$ cat src/rtl/s256_pkg.sv
// ----------------------------------------------------------------------------
// s256_pkg
// shared types, round constants and helper functions for the sha-256 unit
// ----------------------------------------------------------------------------
package s256_pkg;

    typedef enum logic [2:0] {
        ST_COLLECT,
        ST_PAD,
        ST_ROUNDS,
        ST_FOLD,
        ST_OUTPUT
    } ctrl_state_t;

    // request from the control sequencer to the compression core
    typedef struct packed {
        logic start;
        logic reinit;
    } core_ctrl_t;

    typedef struct packed {
        logic busy;
        logic done;
    } core_stat_t;

    localparam logic [31:0] INIT_H [8] = '{
        32'h6a09e667, 32'hbb67ae85, 32'h3c6ef372, 32'ha54ff53a,
        32'h510e527f, 32'h9b05688c, 32'h1f83d9ab, 32'h5be0cd19
    };

    localparam logic [7:0] PAD_BYTE   = 8'h80;
    localparam logic [5:0] LEN_OFFSET = 6'd56;

    function automatic logic [31:0] round_k(input logic [5:0] idx);
        logic [31:0] k;
        case (idx)
            6'd0:  k = 32'h428a2f98; 6'd1:  k = 32'h71374491;
            6'd2:  k = 32'hb5c0fbcf; 6'd3:  k = 32'he9b5dba5;
            6'd4:  k = 32'h3956c25b; 6'd5:  k = 32'h59f111f1;
            6'd6:  k = 32'h923f82a4; 6'd7:  k = 32'hab1c5ed5;
            6'd8:  k = 32'hd807aa98; 6'd9:  k = 32'h12835b01;
            6'd10: k = 32'h243185be; 6'd11: k = 32'h550c7dc3;
            6'd12: k = 32'h72be5d74; 6'd13: k = 32'h80deb1fe;
            6'd14: k = 32'h9bdc06a7; 6'd15: k = 32'hc19bf174;
            6'd16: k = 32'he49b69c1; 6'd17: k = 32'hefbe4786;
            6'd18: k = 32'h0fc19dc6; 6'd19: k = 32'h240ca1cc;
            6'd20: k = 32'h2de92c6f; 6'd21: k = 32'h4a7484aa;
            6'd22: k = 32'h5cb0a9dc; 6'd23: k = 32'h76f988da;
            6'd24: k = 32'h983e5152; 6'd25: k = 32'ha831c66d;
            6'd26: k = 32'hb00327c8; 6'd27: k = 32'hbf597fc7;
            6'd28: k = 32'hc6e00bf3; 6'd29: k = 32'hd5a79147;
            6'd30: k = 32'h06ca6351; 6'd31: k = 32'h14292967;
            6'd32: k = 32'h27b70a85; 6'd33: k = 32'h2e1b2138;
            6'd34: k = 32'h4d2c6dfc; 6'd35: k = 32'h53380d13;
            6'd36: k = 32'h650a7354; 6'd37: k = 32'h766a0abb;
            6'd38: k = 32'h81c2c92e; 6'd39: k = 32'h92722c85;
            6'd40: k = 32'ha2bfe8a1; 6'd41: k = 32'ha81a664b;
            6'd42: k = 32'hc24b8b70; 6'd43: k = 32'hc76c51a3;
            6'd44: k = 32'hd192e819; 6'd45: k = 32'hd6990624;
            6'd46: k = 32'hf40e3585; 6'd47: k = 32'h106aa070;
            6'd48: k = 32'h19a4c116; 6'd49: k = 32'h1e376c08;
            6'd50: k = 32'h2748774c; 6'd51: k = 32'h34b0bcb5;
            6'd52: k = 32'h391c0cb3; 6'd53: k = 32'h4ed8aa4a;
            6'd54: k = 32'h5b9cca4f; 6'd55: k = 32'h682e6ff3;
            6'd56: k = 32'h748f82ee; 6'd57: k = 32'h78a5636f;
            6'd58: k = 32'h84c87814; 6'd59: k = 32'h8cc70208;
            6'd60: k = 32'h90befffa; 6'd61: k = 32'ha4506ceb;
            6'd62: k = 32'hbef9a3f7; 6'd63: k = 32'hc67178f2;
            default: k = 32'h0;
        endcase
        return k;
    endfunction

    function automatic logic [31:0] rotr(input logic [31:0] x, input int n);
        return (x >> n) | (x << (32 - n));
    endfunction

endpackage

$ cat src/rtl/s256_core.sv
// ----------------------------------------------------------------------------
// s256_core
// compression core: message schedule ring, 64 rounds, hash word memory
// ----------------------------------------------------------------------------
module s256_core (
    input  logic                 clk,
    input  logic                 rst_n,
    input  s256_pkg::core_ctrl_t ctrl,
    output s256_pkg::core_stat_t stat,
    // block word fetch: word index out, registered word data back in the cycle after
    output logic [3:0]           blk_addr,
    input  logic [31:0]          blk_word,
    // digest read port
    input  logic [2:0]           hrd_addr,
    output logic [31:0]          hrd_data
);

    // hash word memory: one write and one registered read per cycle
    logic [31:0] hmem [8];
    logic [7:0]  hvalid_reg, hvalid_next;
    logic        hwe;
    logic [2:0]  hwa;
    logic [31:0] hwd;
    logic [2:0]  hra;
    logic [31:0] hrd_q;
    logic        hvq_reg;
    logic [2:0]  hra_q_reg;

    logic [31:0] a_reg, b_reg, c_reg, d_reg, e_reg, f_reg, g_reg, h_reg;
    logic [31:0] w_reg [16];
    logic [6:0]  rnd_reg, rnd_next;
    logic [3:0]  fold_reg, fold_next;
    logic        busy_reg, busy_next, done_reg, done_next;
    logic [1:0]  ph_reg, ph_next;

    localparam logic [1:0] PH_LOAD = 2'd0;
    localparam logic [1:0] PH_RND  = 2'd1;
    localparam logic [1:0] PH_FOLD = 2'd2;

    always_ff @(posedge clk)
    begin
        if (hwe)
        begin
            hmem[hwa] <= hwd;
        end
        hrd_q <= hmem[hra];
    end

    always_ff @(posedge clk or negedge rst_n)
    begin
        if (!rst_n)
        begin
            hvalid_reg <= '0;
            hvq_reg    <= 1'b0;
            hra_q_reg  <= '0;
        end
        else
        begin
            hvalid_reg <= hvalid_next;
            hvq_reg    <= hvalid_next[hra] & hvalid_reg[hra];
            hra_q_reg  <= hra;
        end
    end

    // an invalid entry reads as the initial hash value
    logic [31:0] hq;
    assign hq = hvq_reg ? hrd_q : s256_pkg::INIT_H[hra_q_reg];
    assign hrd_data = hq;

    // schedule word for round t
    logic [31:0] wt, s0w, s1w, wnew;
    always_comb
    begin
        s0w  = s256_pkg::rotr(w_reg[1], 7) ^ s256_pkg::rotr(w_reg[1], 18) ^ (w_reg[1] >> 3);
        s1w  = s256_pkg::rotr(w_reg[14], 17) ^ s256_pkg::rotr(w_reg[14], 19)
             ^ (w_reg[14] >> 10);
        wnew = w_reg[0] + s0w + w_reg[9] + s1w;
        wt   = (rnd_reg < 7'd16) ? w_reg[0] : wnew;
    end

    logic [31:0] t1, t2;
    always_comb
    begin
        t1 = h_reg + (s256_pkg::rotr(e_reg, 6) ^ s256_pkg::rotr(e_reg, 11)
             ^ s256_pkg::rotr(e_reg, 25)) + ((e_reg & f_reg) ^ (~e_reg & g_reg))
             + s256_pkg::round_k(rnd_reg[5:0]) + wt;
        t2 = (s256_pkg::rotr(a_reg, 2) ^ s256_pkg::rotr(a_reg, 13)
             ^ s256_pkg::rotr(a_reg, 22)) + ((a_reg & b_reg) ^ (a_reg & c_reg)
             ^ (b_reg & c_reg));
    end

    // phase control: the load phase fetches block words and hash words in step, then rounds and fold follow
    logic [31:0] hsel;
    always_comb
    begin
        ph_next     = ph_reg;
        rnd_next    = rnd_reg;
        fold_next   = fold_reg;
        busy_next   = busy_reg;
        done_next   = 1'b0;
        hvalid_next = hvalid_reg;
        hwe         = 1'b0;
        hwa         = fold_reg[2:0] - 3'd1;
        hwd         = '0;
        hra         = hrd_addr;
        blk_addr    = rnd_reg[3:0];
        hsel        = '0;
        if (ctrl.reinit)
        begin
            hvalid_next = '0;
        end
        case (ph_reg)
            PH_LOAD:
            begin
                if (busy_reg)
                begin
                    hra = rnd_reg[2:0];
                    rnd_next = rnd_reg + 7'd1;
                    if (rnd_reg == 7'd16)
                    begin
                        ph_next  = PH_RND;
                        rnd_next = '0;
                    end
                end
                else if (ctrl.start)
                begin
                    busy_next = 1'b1;
                    rnd_next  = '0;
                end
            end
            PH_RND:
            begin
                rnd_next = rnd_reg + 7'd1;
                hra = rnd_reg[2:0];
                if (rnd_reg == 7'd63)
                begin
                    ph_next   = PH_FOLD;
                    fold_next = '0;
                    hra       = 3'd0;
                end
            end
            PH_FOLD:
            begin
                // read word i through the registered port, then add and write the sum back to word i
                hra = fold_reg[2:0];
                fold_next = fold_reg + 4'd1;
                if (fold_reg != 4'd0)
                begin
                    case (fold_reg[2:0] - 3'd1)
                        3'd0: hsel = a_reg; 3'd1: hsel = b_reg;
                        3'd2: hsel = c_reg; 3'd3: hsel = d_reg;
                        3'd4: hsel = e_reg; 3'd5: hsel = f_reg;
                        3'd6: hsel = g_reg; default: hsel = h_reg;
                    endcase
                    hwe = 1'b1;
                    hwd = hq + hsel;
                    hvalid_next[hwa] = 1'b1;
                end
                if (fold_reg == 4'd8)
                begin
                    ph_next   = PH_LOAD;
                    busy_next = 1'b0;
                    done_next = 1'b1;
                    rnd_next  = '0;
                end
            end
            default: ph_next = PH_LOAD;
        endcase
    end

    always_ff @(posedge clk or negedge rst_n)
    begin
        if (!rst_n)
        begin
            ph_reg   <= PH_LOAD;
            rnd_reg  <= '0;
            fold_reg <= '0;
            busy_reg <= 1'b0;
            done_reg <= 1'b0;
        end
        else
        begin
            ph_reg   <= ph_next;
            rnd_reg  <= rnd_next;
            fold_reg <= fold_next;
            busy_reg <= busy_next;
            done_reg <= done_next;
        end
    end

    // datapath registers
    always_ff @(posedge clk)
    begin
        if (ph_reg == PH_LOAD && busy_reg)
        begin
            // block word for index rnd-1 arrives now; shift in at the top
            if (rnd_reg != 7'd0)
            begin
                for (int i = 0; i < 15; i++)
                begin
                    w_reg[i] <= w_reg[i + 1];
                end
                w_reg[15] <= blk_word;
            end
            // hash word rnd-1 arrives now, shift into the working set
            if (rnd_reg != 7'd0 && rnd_reg <= 7'd8)
            begin
                a_reg <= b_reg; b_reg <= c_reg; c_reg <= d_reg; d_reg <= e_reg;
                e_reg <= f_reg; f_reg <= g_reg; g_reg <= h_reg; h_reg <= hq;
            end
        end
        else if (ph_reg == PH_RND)
        begin
            // first 16 rounds rotate the loaded words, later rounds append
            for (int i = 0; i < 15; i++)
            begin
                w_reg[i] <= w_reg[i + 1];
            end
            w_reg[15] <= (rnd_reg < 7'd16) ? w_reg[0] : wnew;
            h_reg <= g_reg; g_reg <= f_reg; f_reg <= e_reg; e_reg <= d_reg + t1;
            d_reg <= c_reg; c_reg <= b_reg; b_reg <= a_reg; a_reg <= t1 + t2;
        end
    end

    assign stat.busy = busy_reg | ctrl.start;
    assign stat.done = done_reg;

endmodule

$ cat src/rtl/sha256_byte_stream_hash_unit.sv
// ----------------------------------------------------------------------------
// sha256_byte_stream_hash_unit
// sha-256 over a byte stream, digest out as eight 32-bit words
// ----------------------------------------------------------------------------
// channel  dir  transaction
// s_axis   in   one byte (tdata), byte present (tuser), end of message (tlast)
// m_axis   out  one digest word (tdata), word index (tuser), final word (tlast)
//
// a byte is taken and written into the block buffer memory in the same cycle
// a full block stalls input while the core loads, runs its rounds and folds
// end of message pads one byte a cycle through offset 63, over one or two blocks
// digest words leave one at a time, each a registered hash memory read
// reset clears counts and marks all hash words as initial values
// ----------------------------------------------------------------------------
module sha256_byte_stream_hash_unit (
    input  logic        clk,
    input  logic        rst_n,
    input  logic        s_axis_tvalid,
    output logic        s_axis_tready,
    input  logic [7:0]  s_axis_tdata,  // [7:0] data_byte
    input  logic        s_axis_tuser,  // [0] byte_valid
    input  logic        s_axis_tlast,  // last_byte
    output logic        m_axis_tvalid,
    input  logic        m_axis_tready,
    output logic [31:0] m_axis_tdata,  // [31:0] digest_word
    output logic [2:0]  m_axis_tuser,  // [2:0] word_index
    output logic        m_axis_tlast   // last_word
);

    s256_pkg::ctrl_state_t st_reg, st_next;
    s256_pkg::core_ctrl_t  cctl;
    s256_pkg::core_stat_t  cst;

    logic [63:0] cnt_reg, cnt_next;
    logic [5:0]  pad_reg, pad_next;
    logic        fin_reg, fin_next;     // pad sequence in progress
    logic        lenblk_reg, lenblk_next;  // current block carries length
    logic [3:0]  oidx_reg, oidx_next;
    logic        ov_reg, ov_next;
    logic [31:0] od_reg;
    logic [2:0]  oi_reg;
    logic        rd_pend_reg, rd_pend_next;

    // block buffer memory, 16 words of 4 bytes, byte write enables
    logic [31:0] bmem [16];
    logic        bwe;
    logic [5:0]  bwa;
    logic [7:0]  bwd;
    logic [3:0]  cbaddr;
    logic [31:0] cbword;

    always_ff @(posedge clk)
    begin
        if (bwe)
        begin
            case (bwa[1:0])
                2'd0: bmem[bwa[5:2]][31:24] <= bwd;
                2'd1: bmem[bwa[5:2]][23:16] <= bwd;
                2'd2: bmem[bwa[5:2]][15:8]  <= bwd;
                default: bmem[bwa[5:2]][7:0] <= bwd;
            endcase
        end
        cbword <= bmem[cbaddr];
    end

    logic [2:0] hra;
    logic [31:0] hrd;

    s256_core u_core (
        .clk      (clk),
        .rst_n    (rst_n),
        .ctrl     (cctl),
        .stat     (cst),
        .blk_addr (cbaddr),
        .blk_word (cbword),
        .hrd_addr (hra),
        .hrd_data (hrd)
    );

    logic [63:0] bits;
    logic [5:0]  ptr;
    logic        take;
    assign bits = {cnt_reg[60:0], 3'b000};
    assign ptr  = cnt_reg[5:0];
    assign take = s_axis_tvalid & s_axis_tready;

    always_comb
    begin
        st_next     = st_reg;
        cnt_next    = cnt_reg;
        pad_next    = pad_reg;
        fin_next    = fin_reg;
        lenblk_next = lenblk_reg;
        oidx_next   = oidx_reg;
        rd_pend_next = 1'b0;
        s_axis_tready = 1'b0;
        bwe  = 1'b0;
        bwa  = ptr;
        bwd  = s_axis_tdata;
        cctl.start  = 1'b0;
        cctl.reinit = 1'b0;
        hra  = oidx_reg[2:0];
        case (st_reg)
            s256_pkg::ST_COLLECT:
            begin
                s_axis_tready = 1'b1;
                if (take)
                begin
                    if (s_axis_tuser)
                    begin
                        bwe = 1'b1;
                        cnt_next = cnt_reg + 64'd1;
                    end
                    if (s_axis_tlast)
                    begin
                        fin_next = 1'b1;
                        pad_next = s_axis_tuser ? ptr + 6'd1 : ptr;
                        lenblk_next = 1'b0;
                    end
                    if (s_axis_tuser && ptr == 6'd63)
                    begin
                        cctl.start = 1'b1;
                        st_next = s256_pkg::ST_ROUNDS;
                    end
                    else if (s_axis_tlast)
                    begin
                        st_next = s256_pkg::ST_PAD;
                    end
                end
            end
            s256_pkg::ST_PAD:
            begin
                // write one pad byte a cycle: 0x80, zeros, then length if this block carries it
                bwe = 1'b1;
                bwa = pad_reg;
                if (pad_reg == ptr && !lenblk_reg)
                begin
                    bwd = s256_pkg::PAD_BYTE;
                    if (pad_reg >= s256_pkg::LEN_OFFSET)
                    begin
                        lenblk_next = 1'b0;
                    end
                end
                else if (pad_reg >= s256_pkg::LEN_OFFSET && lenblk_reg)
                begin
                    case (pad_reg[2:0])
                        3'd0: bwd = bits[63:56]; 3'd1: bwd = bits[55:48];
                        3'd2: bwd = bits[47:40]; 3'd3: bwd = bits[39:32];
                        3'd4: bwd = bits[31:24]; 3'd5: bwd = bits[23:16];
                        3'd6: bwd = bits[15:8];  default: bwd = bits[7:0];
                    endcase
                end
                else
                begin
                    bwd = '0;
                end
                pad_next = pad_reg + 6'd1;
                // length fits when the pad byte lands below offset 56
                if (pad_reg == ptr && !lenblk_reg && pad_reg < s256_pkg::LEN_OFFSET)
                begin
                    lenblk_next = 1'b1;
                end
                if (pad_reg == 6'd63)
                begin
                    cctl.start = 1'b1;
                    st_next = s256_pkg::ST_ROUNDS;
                end
            end
            s256_pkg::ST_ROUNDS:
            begin
                if (cst.done)
                begin
                    if (!fin_reg)
                    begin
                        st_next = s256_pkg::ST_COLLECT;
                    end
                    else if (lenblk_reg)
                    begin
                        st_next = s256_pkg::ST_OUTPUT;
                        oidx_next = '0;
                    end
                    else
                    begin
                        // next pad block: zeros then length, led by the pad
                        // byte when the final byte filled a block exactly
                        st_next = s256_pkg::ST_PAD;
                        lenblk_next = (ptr != 6'd0);
                        pad_next = '0;
                    end
                end
            end
            s256_pkg::ST_OUTPUT:
            begin
                // one hash read in flight, issued once the output register frees
                if (!rd_pend_reg && (!ov_reg || m_axis_tready))
                begin
                    if (oidx_reg == 4'd8)
                    begin
                        st_next = s256_pkg::ST_COLLECT;
                        cctl.reinit = 1'b1;
                        cnt_next = '0;
                        fin_next = 1'b0;
                        lenblk_next = 1'b0;
                    end
                    else
                    begin
                        rd_pend_next = 1'b1;
                        oidx_next = oidx_reg + 4'd1;
                    end
                end
            end
            default: st_next = s256_pkg::ST_COLLECT;
        endcase
    end

    // pad byte lands in the first pad pass, or in the next after an exact block fill;
    // in a length block the message bytes are already gone, so the 0x80 test is skipped

    always_comb
    begin
        ov_next = ov_reg;
        if (m_axis_tready)
        begin
            ov_next = 1'b0;
        end
        if (rd_pend_reg)
        begin
            ov_next = 1'b1;
        end
    end

    always_ff @(posedge clk or negedge rst_n)
    begin
        if (!rst_n)
        begin
            st_reg      <= s256_pkg::ST_COLLECT;
            cnt_reg     <= '0;
            pad_reg     <= '0;
            fin_reg     <= 1'b0;
            lenblk_reg  <= 1'b0;
            oidx_reg    <= '0;
            ov_reg      <= 1'b0;
            rd_pend_reg <= 1'b0;
        end
        else
        begin
            st_reg      <= st_next;
            cnt_reg     <= cnt_next;
            pad_reg     <= pad_next;
            fin_reg     <= fin_next;
            lenblk_reg  <= lenblk_next;
            oidx_reg    <= oidx_next;
            ov_reg      <= ov_next;
            rd_pend_reg <= rd_pend_next;
        end
    end

    always_ff @(posedge clk)
    begin
        if (rd_pend_reg)
        begin
            od_reg <= hrd;
            oi_reg <= oi_reg + 3'd1;
        end
        if (st_reg == s256_pkg::ST_ROUNDS)
        begin
            oi_reg <= 3'd7;
        end
    end

    assign m_axis_tvalid = ov_reg;
    assign m_axis_tdata  = od_reg;
    assign m_axis_tuser  = oi_reg;
    assign m_axis_tlast  = (oi_reg == 3'd7);

endmodule

$ cat config.mk
export PLATFORM = sky130hd
export DESIGN_NAME = sha256_byte_stream_hash_unit
export DESIGN_NICKNAME = d
export VERILOG_FILES = /design/src/rtl/s256_pkg.sv /design/src/rtl/s256_core.sv /design/src/rtl/sha256_byte_stream_hash_unit.sv
export SDC_FILE = /design/constraint.sdc
export NUM_CORES = 2
export LEC_CHECK = 0
export ABC_AREA = 1
export BUFFER_PORTS_ARGS = -buffer_cell sky130_fd_sc_hd__buf_2
export CORE_MARGIN = 3
export CORE_UTILIZATION = 58
export DETAILED_ROUTE_END_ITERATION = 8
export PLACE_DENSITY = 0.85
export SKIP_LAST_GASP = 1
export SYNTH_ARGS = -nofsm -noshare
export SYNTH_HDL_FRONTEND = slang
export SYNTH_SLANG_ARGS = --single-unit
$ cat constraint.sdc
create_clock -name clk -period 41.9 [get_ports clk]
set_input_delay 8.38 -clock clk [delete_from_list [all_inputs] [get_ports clk]]
set_output_delay 8.38 -clock clk [all_outputs]
set_load 0.05 [all_outputs]
# Yosys cells after proc, flatten, opt, wreduce, memory -nomap -nowiden
# Memories as Yosys holds them, arrays and structs flattened. A register that Yosys moved wholly into a read port is not among the register bits.
# Index checks and enable logic that the tools add are counted.
totals:
  register_bits: 399
  mem_bits_rw: 1280
  romBits: 2304
  out_inout_bits: 38
  n_memories: 5
mem_list:
  columns: ["memory", "words", "width", "rd", "rd_clocked_by_memory_dff", "wr", "line", "source"]
  rows:
  - ["(name not given)", 64, 32, 1, 0, 0, "s256_pkg.sv:36", "case (idx)"]
  - ["bmem", 16, 32, 1, 1, 1, "sha256_byte_stream_hash_unit.sv:45", "logic [31:0] bmem [16];"]
  - ["u_core.w_reg", 16, 32, 16, 0, 16, "s256_core.sv:30", "logic [31:0] w_reg [16];"]
  - ["(name not given)", 8, 32, 1, 0, 0, "s256_core.sv:67", "assign hq = hvq_reg ? hrd_q : s256_pkg::INIT_H[hra_q_reg];"]
  - ["u_core.hmem", 8, 32, 1, 1, 1, "s256_core.sv:19", "logic [31:0] hmem [8];"]
classes:
  n_addsub: 19
  magnitude_cmp: 8
  n_eq_ne: 47
  n_mux: 164
  bitwise_logic: 47
  n_reduce_logical: 41
ops:
  columns: ["op", "count"]
  rows:
  - ["two-way mux 32 bit", 48]
  - ["adder 32 bit", 11]
  - ["XOR 32 bit", 9]
  - ["two-way mux 64 bit", 4]
  - ["one-hot mux 32 bit (7 select lines)", 1]
  - ["AND 32 bit", 5]
  - ["one-hot mux 64 bit (2 select lines)", 1]
  - ["adder 64 x 1 -> 64 bit, second input constant", 1]
  - ["two-way mux 1 bit", 56]
  - ["one-hot mux 8 bit (7 select lines)", 1]
  - ["two-way mux 8 bit", 6]
  - ["two-way mux 6 bit", 7]
  - ["two-way mux 3 bit", 11]
  - ["inverter 32 bit", 1]
  - ["bitwise OR 10 x 32 -> 32 bit", 1]
  - ["bitwise OR 13 x 32 -> 32 bit", 1]
  - ["bitwise OR 14 x 32 -> 32 bit", 1]
  - ["bitwise OR 15 x 32 -> 32 bit", 1]
  - ["bitwise OR 19 x 32 -> 32 bit", 1]
  - ["bitwise OR 21 x 32 -> 32 bit", 1]
  - ["bitwise OR 25 x 32 -> 32 bit", 1]
  - ["bitwise OR 26 x 32 -> 32 bit", 1]
  - ["bitwise OR 30 x 32 -> 32 bit", 1]
  - ["bitwise OR 7 x 32 -> 32 bit", 1]
  - ["other kinds (62)", 154]

# Logic depth before layout (Yosys ltp)
logic_depth:
  depth_word: 12
  ltp_mapped: 48
  ltp_nobuf: 45

# Hierarchy
# From an unflattened synthesis, not the netlist that was laid out.
hier_totals:
  hier_cells: 8438
  hier_area_um2: 87645.3
by_module_without_submodules:
  columns: ["module", "n_inst", "cells_each", "area_per_inst_um2"]
  rows:
  - ["s256_core", 1, 5819, 59711.0]
  - ["sha256_byte_stream_hash_unit", 1, 2619, 27934.3]

# Worst setup path after synthesis
# Ideal clock, no wire load.
synth_path:
  path_type: "register -> register"
  from: "register u_core.ph_reg[0]"
  to: "memory u_core.w_reg[0][0], enable pin"
  arrival_ns: 36.721
  required_ns: 39.802
  slack_ns: 3.081
  stages_incl_launch_ff: 7
  n_path_buf: 1
  synth_period_minus_slack_ns: 38.819
  path_cell_list: "dfrtp_1 -> inv_1 -> ha_1 -> nand2_1 -> inv_1 -> clkbuf_1 -> o21ai_0"
synth_lines:
  columns: ["element", "line", "source"]
  rows:
  - ["from (decl)", "s256_core.sv:34", "logic [1:0] ph_reg, ph_next;"]
  - ["from (signal assigned)", "s256_core.sv:183", "ph_reg <= ph_next;"]
  - ["to (decl)", "s256_core.sv:30", null]

# Worst setup path after layout
layout_path:
  from: "input s_axis_tvalid"
  to: "memory bmem[8][4], enable pin"
layout_via:
  elab_chain_len: 5
layout_lines:
  columns: ["element", "line", "source"]
  rows:
  - ["from (decl)", "sha256_byte_stream_hash_unit.sv:18", "input logic s_axis_tvalid,"]
  - ["AND 1 bit", "sha256_byte_stream_hash_unit.sv:85", "assign take = s_axis_tvalid & s_axis_tready;"]
  - ["two-way mux 1 bit", "sha256_byte_stream_hash_unit.sv:107", "if (take)"]
  - ["one-hot mux 1 bit (2 select lines)", "sha256_byte_stream_hash_unit.sv:103", "case (st_reg)"]
  - ["two-way mux 1 bit", "sha256_byte_stream_hash_unit.sv:54", "if (bwe)"]
  - ["two-way mux 1 bit (not written as such)", "sha256_byte_stream_hash_unit.sv:60", "default: bmem[bwa[5:2]][7:0] <= bwd;"]
  - ["to (decl)", "sha256_byte_stream_hash_unit.sv:45", null]
# Every way passes these cells.

==> summary.txt <==
Layout
  – Nets: 8352
  – Finished layout cell area: 94200 um2
  – Layout Cells excl Fill: 10005
  – Layout area overhead: 9.31%
  – Fraction of layout cells with a size suffix above 1: 6.98%

Pwr
  – Logic pwr share: 50.2%
  – P_sw: 3260 uW
  – Max VDD drop: 0.145 mV
  – Sw frac: 43.9%
  – Pwr/cell area: 78.8 nW/um2
  – Reg power frac: 28.4%
  – Pint: 4170 uW
  – Static leakage: 0.0358 uW
  – Clock power frac: 21.4%

Timing
  – Setup TNS: 0 ns
  – Fin crit share: 25.4%
  – Layout Skew: 0.0519 ns
  – Finish-stage setup viols: 0
  – Fmax: 94.0 MHz
  – Least-Margin Pin Slew: 1.35 ns
  – Max Slew Vio Count: 0
  – Hold Violations, Final: 0
  – Post-layout min period: 10.64 ns
  – Relative slew slack: 9.21%
  – RSZ-0062 raised after global routing: no

Floorplanning
  – Chip Width: 391 um
  – Die area: 153000 um2
  – Core area: 147000 um2
  – Initial Utilization: 58.8%
  – Row Count: 140
  – Die Height: 391 um
  – Top Ports: 52

Min path
  – Hold depth: 0
  – WHS Endpoint: u_core.w_reg[10][11]$_DFFE_PP_
  – Hold Path Class: register to register
  – Hold Crit Start: u_core.w_reg[11][11]$_DFFE_PP_

Clock tree
  – CTS root buf: clkbuf_16
  – CTS tree: yes
  – Post-CTS Resized: 0
  – Total setup buffers inserted after CTS: 0
  – Reg clk slew, reported paths: 0.07 ns
  – Num CTS Buffers: 173
  – Hold Buf Count CTS: 0
  – H-tree depth: 4
  – Clock Latency Late Sink: 0.83 ns
  – Clock net sink count: 1740
  – Clock buffer depth: 3

Run status
  – Status: complete, no violations

Setup path
  – RR Startpoint: u_core.w_reg[14][18]$_DFFE_PP_
  – R2R depth: 40
  – CP endpoint kind: register
  – Setup CP Type: input pin to register
  – CP max FO: 16
  – Reg2Reg Setup Slack: 31.37 ns
  – RR Endpoint: u_core.a_reg[31]$_DFFE_PP_
  – Worst Path Arrival: 11.06 ns
  – Required time worst endpoint: 42.32 ns
  – Critical path startpoint category: input pin

GRT
  – GRT met2 Usage: 52.1%
  – First-pass GRT wire length: 388000 um
  – GR Layer Usage met3: 8.34%
  – Most used routing layer: met2
  – Initial antenna violation count: 14
  – Vias in the first global route: 60694
  – Largest net degree at the start of global routing: 255
  – Gr usage total: 34.2%
  – Met1 usage: 47.5%
  – Overflow after GRT: 0

Logic synthesis
  – Yosys reg bits: 1740
  – Distinct cells, synth: 65
  – Share of the synthesized area in the top cell type: 54.6%
  – Post-synth EDFFs: 1568
  – Mapped Cells: 7989
  – Register area share after synthesis: 59.3%
  – Syn avg cell area: 10.8 um2
  – Post-Syn Area: 86200 um2
  – Net count after synthesis: 8405
  – Largest cells by area after synthesis: edfxtp_1, nand2_1, o21ai_0
  – Ys flop type: edfxtp_1
  – Warnings, synthesis: 0
  – Top cell type by total area after synthesis: edfxtp_1
  – Ys async rst share: 6.03%

Place
  – Buffers on Ports: 51
  – GP Congestion: 1.02
  – Placed Area: 88300 um2
  – Placed cells: 9678
  – Post-DP HPWL: 184000 um

Run
  – Max-Cap Viols: 0

Drt
  – Final ANT Viol Nets: 0
  – TritonRoute pass-1 iters: 9
  – Per-cell routed wire length: 26.4 um
  – Via density: 6.34
  – Initial DRC count: 9635
  – Residual DRC count: 0
  – DR vias: 63475
  – Wirelength, routed: 264000 um
[power groups by stage]
stage | Clock, uW | Combinational [uW] | Sequential, uW
2_1_floorplan | 0 | 2490 | 2130
3_3_place_gp | 0 | 3520 | 2140
3_5_place_dp | 0 | 3560 | 2140
4_1_cts | 1600 | 3590 | 2110
5_1_grt | 1670 | 4050 | 2120
6_report | 1590 | 3730 | 2110
[synthesized netlist by cell type, types with 77 or more instances]
| library cell | number |
|---|---|
| xor2_1 | 173 |
| edfxtp_1 | 1568 |
| nand3_1 | 372 |
| clkbuf_1 | 308 |
| or2_2 | 89 |
| inv_1 | 880 |
| fa_1 | 188 |
| xnor2_1 | 161 |
| o22ai_1 | 119 |
| o21ai_0 | 822 |
| dfrtp_1 | 105 |
| a31oi_1 | 77 |
| ha_1 | 214 |
| nand2_1 | 1166 |
| nor3_1 | 98 |
| a21oi_1 | 357 |
| o211ai_1 | 176 |
| nor2_1 | 588 |
[logic make-up (layout without fill, tap and decap cells)]
group	after synthesis	after routing	share of synthesized area [%]
flops	1740	1740	59.3
other cells	0	3	0
buf+inv	1254	1350	5.51
compound gates	1836	1836	12.4
fa+ha+maj	402	402	7.48
simple gates	2423	2423	12.0
xor+xnor	334	334	3.39
[layout make-up]
type                       count  area (um2)
antenna                        3        7.51
clock buffer                 230        4770
clock inverter                94        1100
fill                       10816       52400
inverter                     892        3360
multi-input combinational   4995       30600
sequential                  1740       51100
tap                         1917        2400
timing repair buffer         134         906
[worst max path at each step]
stage | startpoint | endpoint | slack, ns | cells past startpoint
3_3_place_gp | s_axis_tvalid | bmem[6][0]$_DFFE_PP_ | 30.67 | 9
2_1_floorplan | u_core.ph_reg[0]$_DFFE_PN0P_ | u_core.w_reg[0][0]$_DFFE_PP_ | 3.08 | 6
4_1_cts | s_axis_tvalid | bmem[8][4]$_DFFE_PP_ | 31.40 | 9
3_5_place_dp | s_axis_tvalid | bmem[15][2]$_DFFE_PP_ | 30.52 | 9
6_report | s_axis_tvalid | bmem[8][4]$_DFFE_PP_ | 31.26 | 9
5_1_grt | u_core.w_reg[14][22]$_DFFE_PP_ | u_core.a_reg[30]$_DFFE_PP_ | 30.78 | 40
[critical path, cell delays in order]
cell and delay (ns):
buf_2 0.09, inv_1 0.07, nor2_1 0.15, inv_1 0.06
nor2_1 0.33, inv_1 0.13, nand2_1 0.21, nand3_1 0.76
nor2_1 0.87
[through the flow]
step | hold slack (ns) | power (uW) | setup slack (ns) | utilization [%]
final | 0.406 | 7430 | 31.26 | 64.2
after global routing | 0.421 | 7830 | 30.78 | 64.2
after CTS | 0.412 | 7290 | 31.40 | 64.2
after detailed placement | 0.405 | 5700 | 30.52 | 60.2
after global placement | 0.400 | 5660 | 30.67 | 60.2
after floorplan | 0.400 | 4620 | 3.08 | -
[metal layers]
layer	share of wire (%)	up-vias
met5	0.016	-
met4	4.6	6
met3	12	708
met2	45	4171
met1	39	30815
li1	-	27775
[cells in the final DEF (no fill, tap or decap), drive strengths merged, types with 161 or more instances in the layout]
master,Yosys,layout
nand3,376,376
o211ai,176,176
ha,214,214
clkbuf,308,230
xor2,173,173
nor2,606,606
a21oi,357,357
inv,887,895
xnor2,161,161
fa,188,188
nand2,1173,1173
edfxtp,1568,1568
o21ai,836,836
Power figures use the tool's default switching activity.
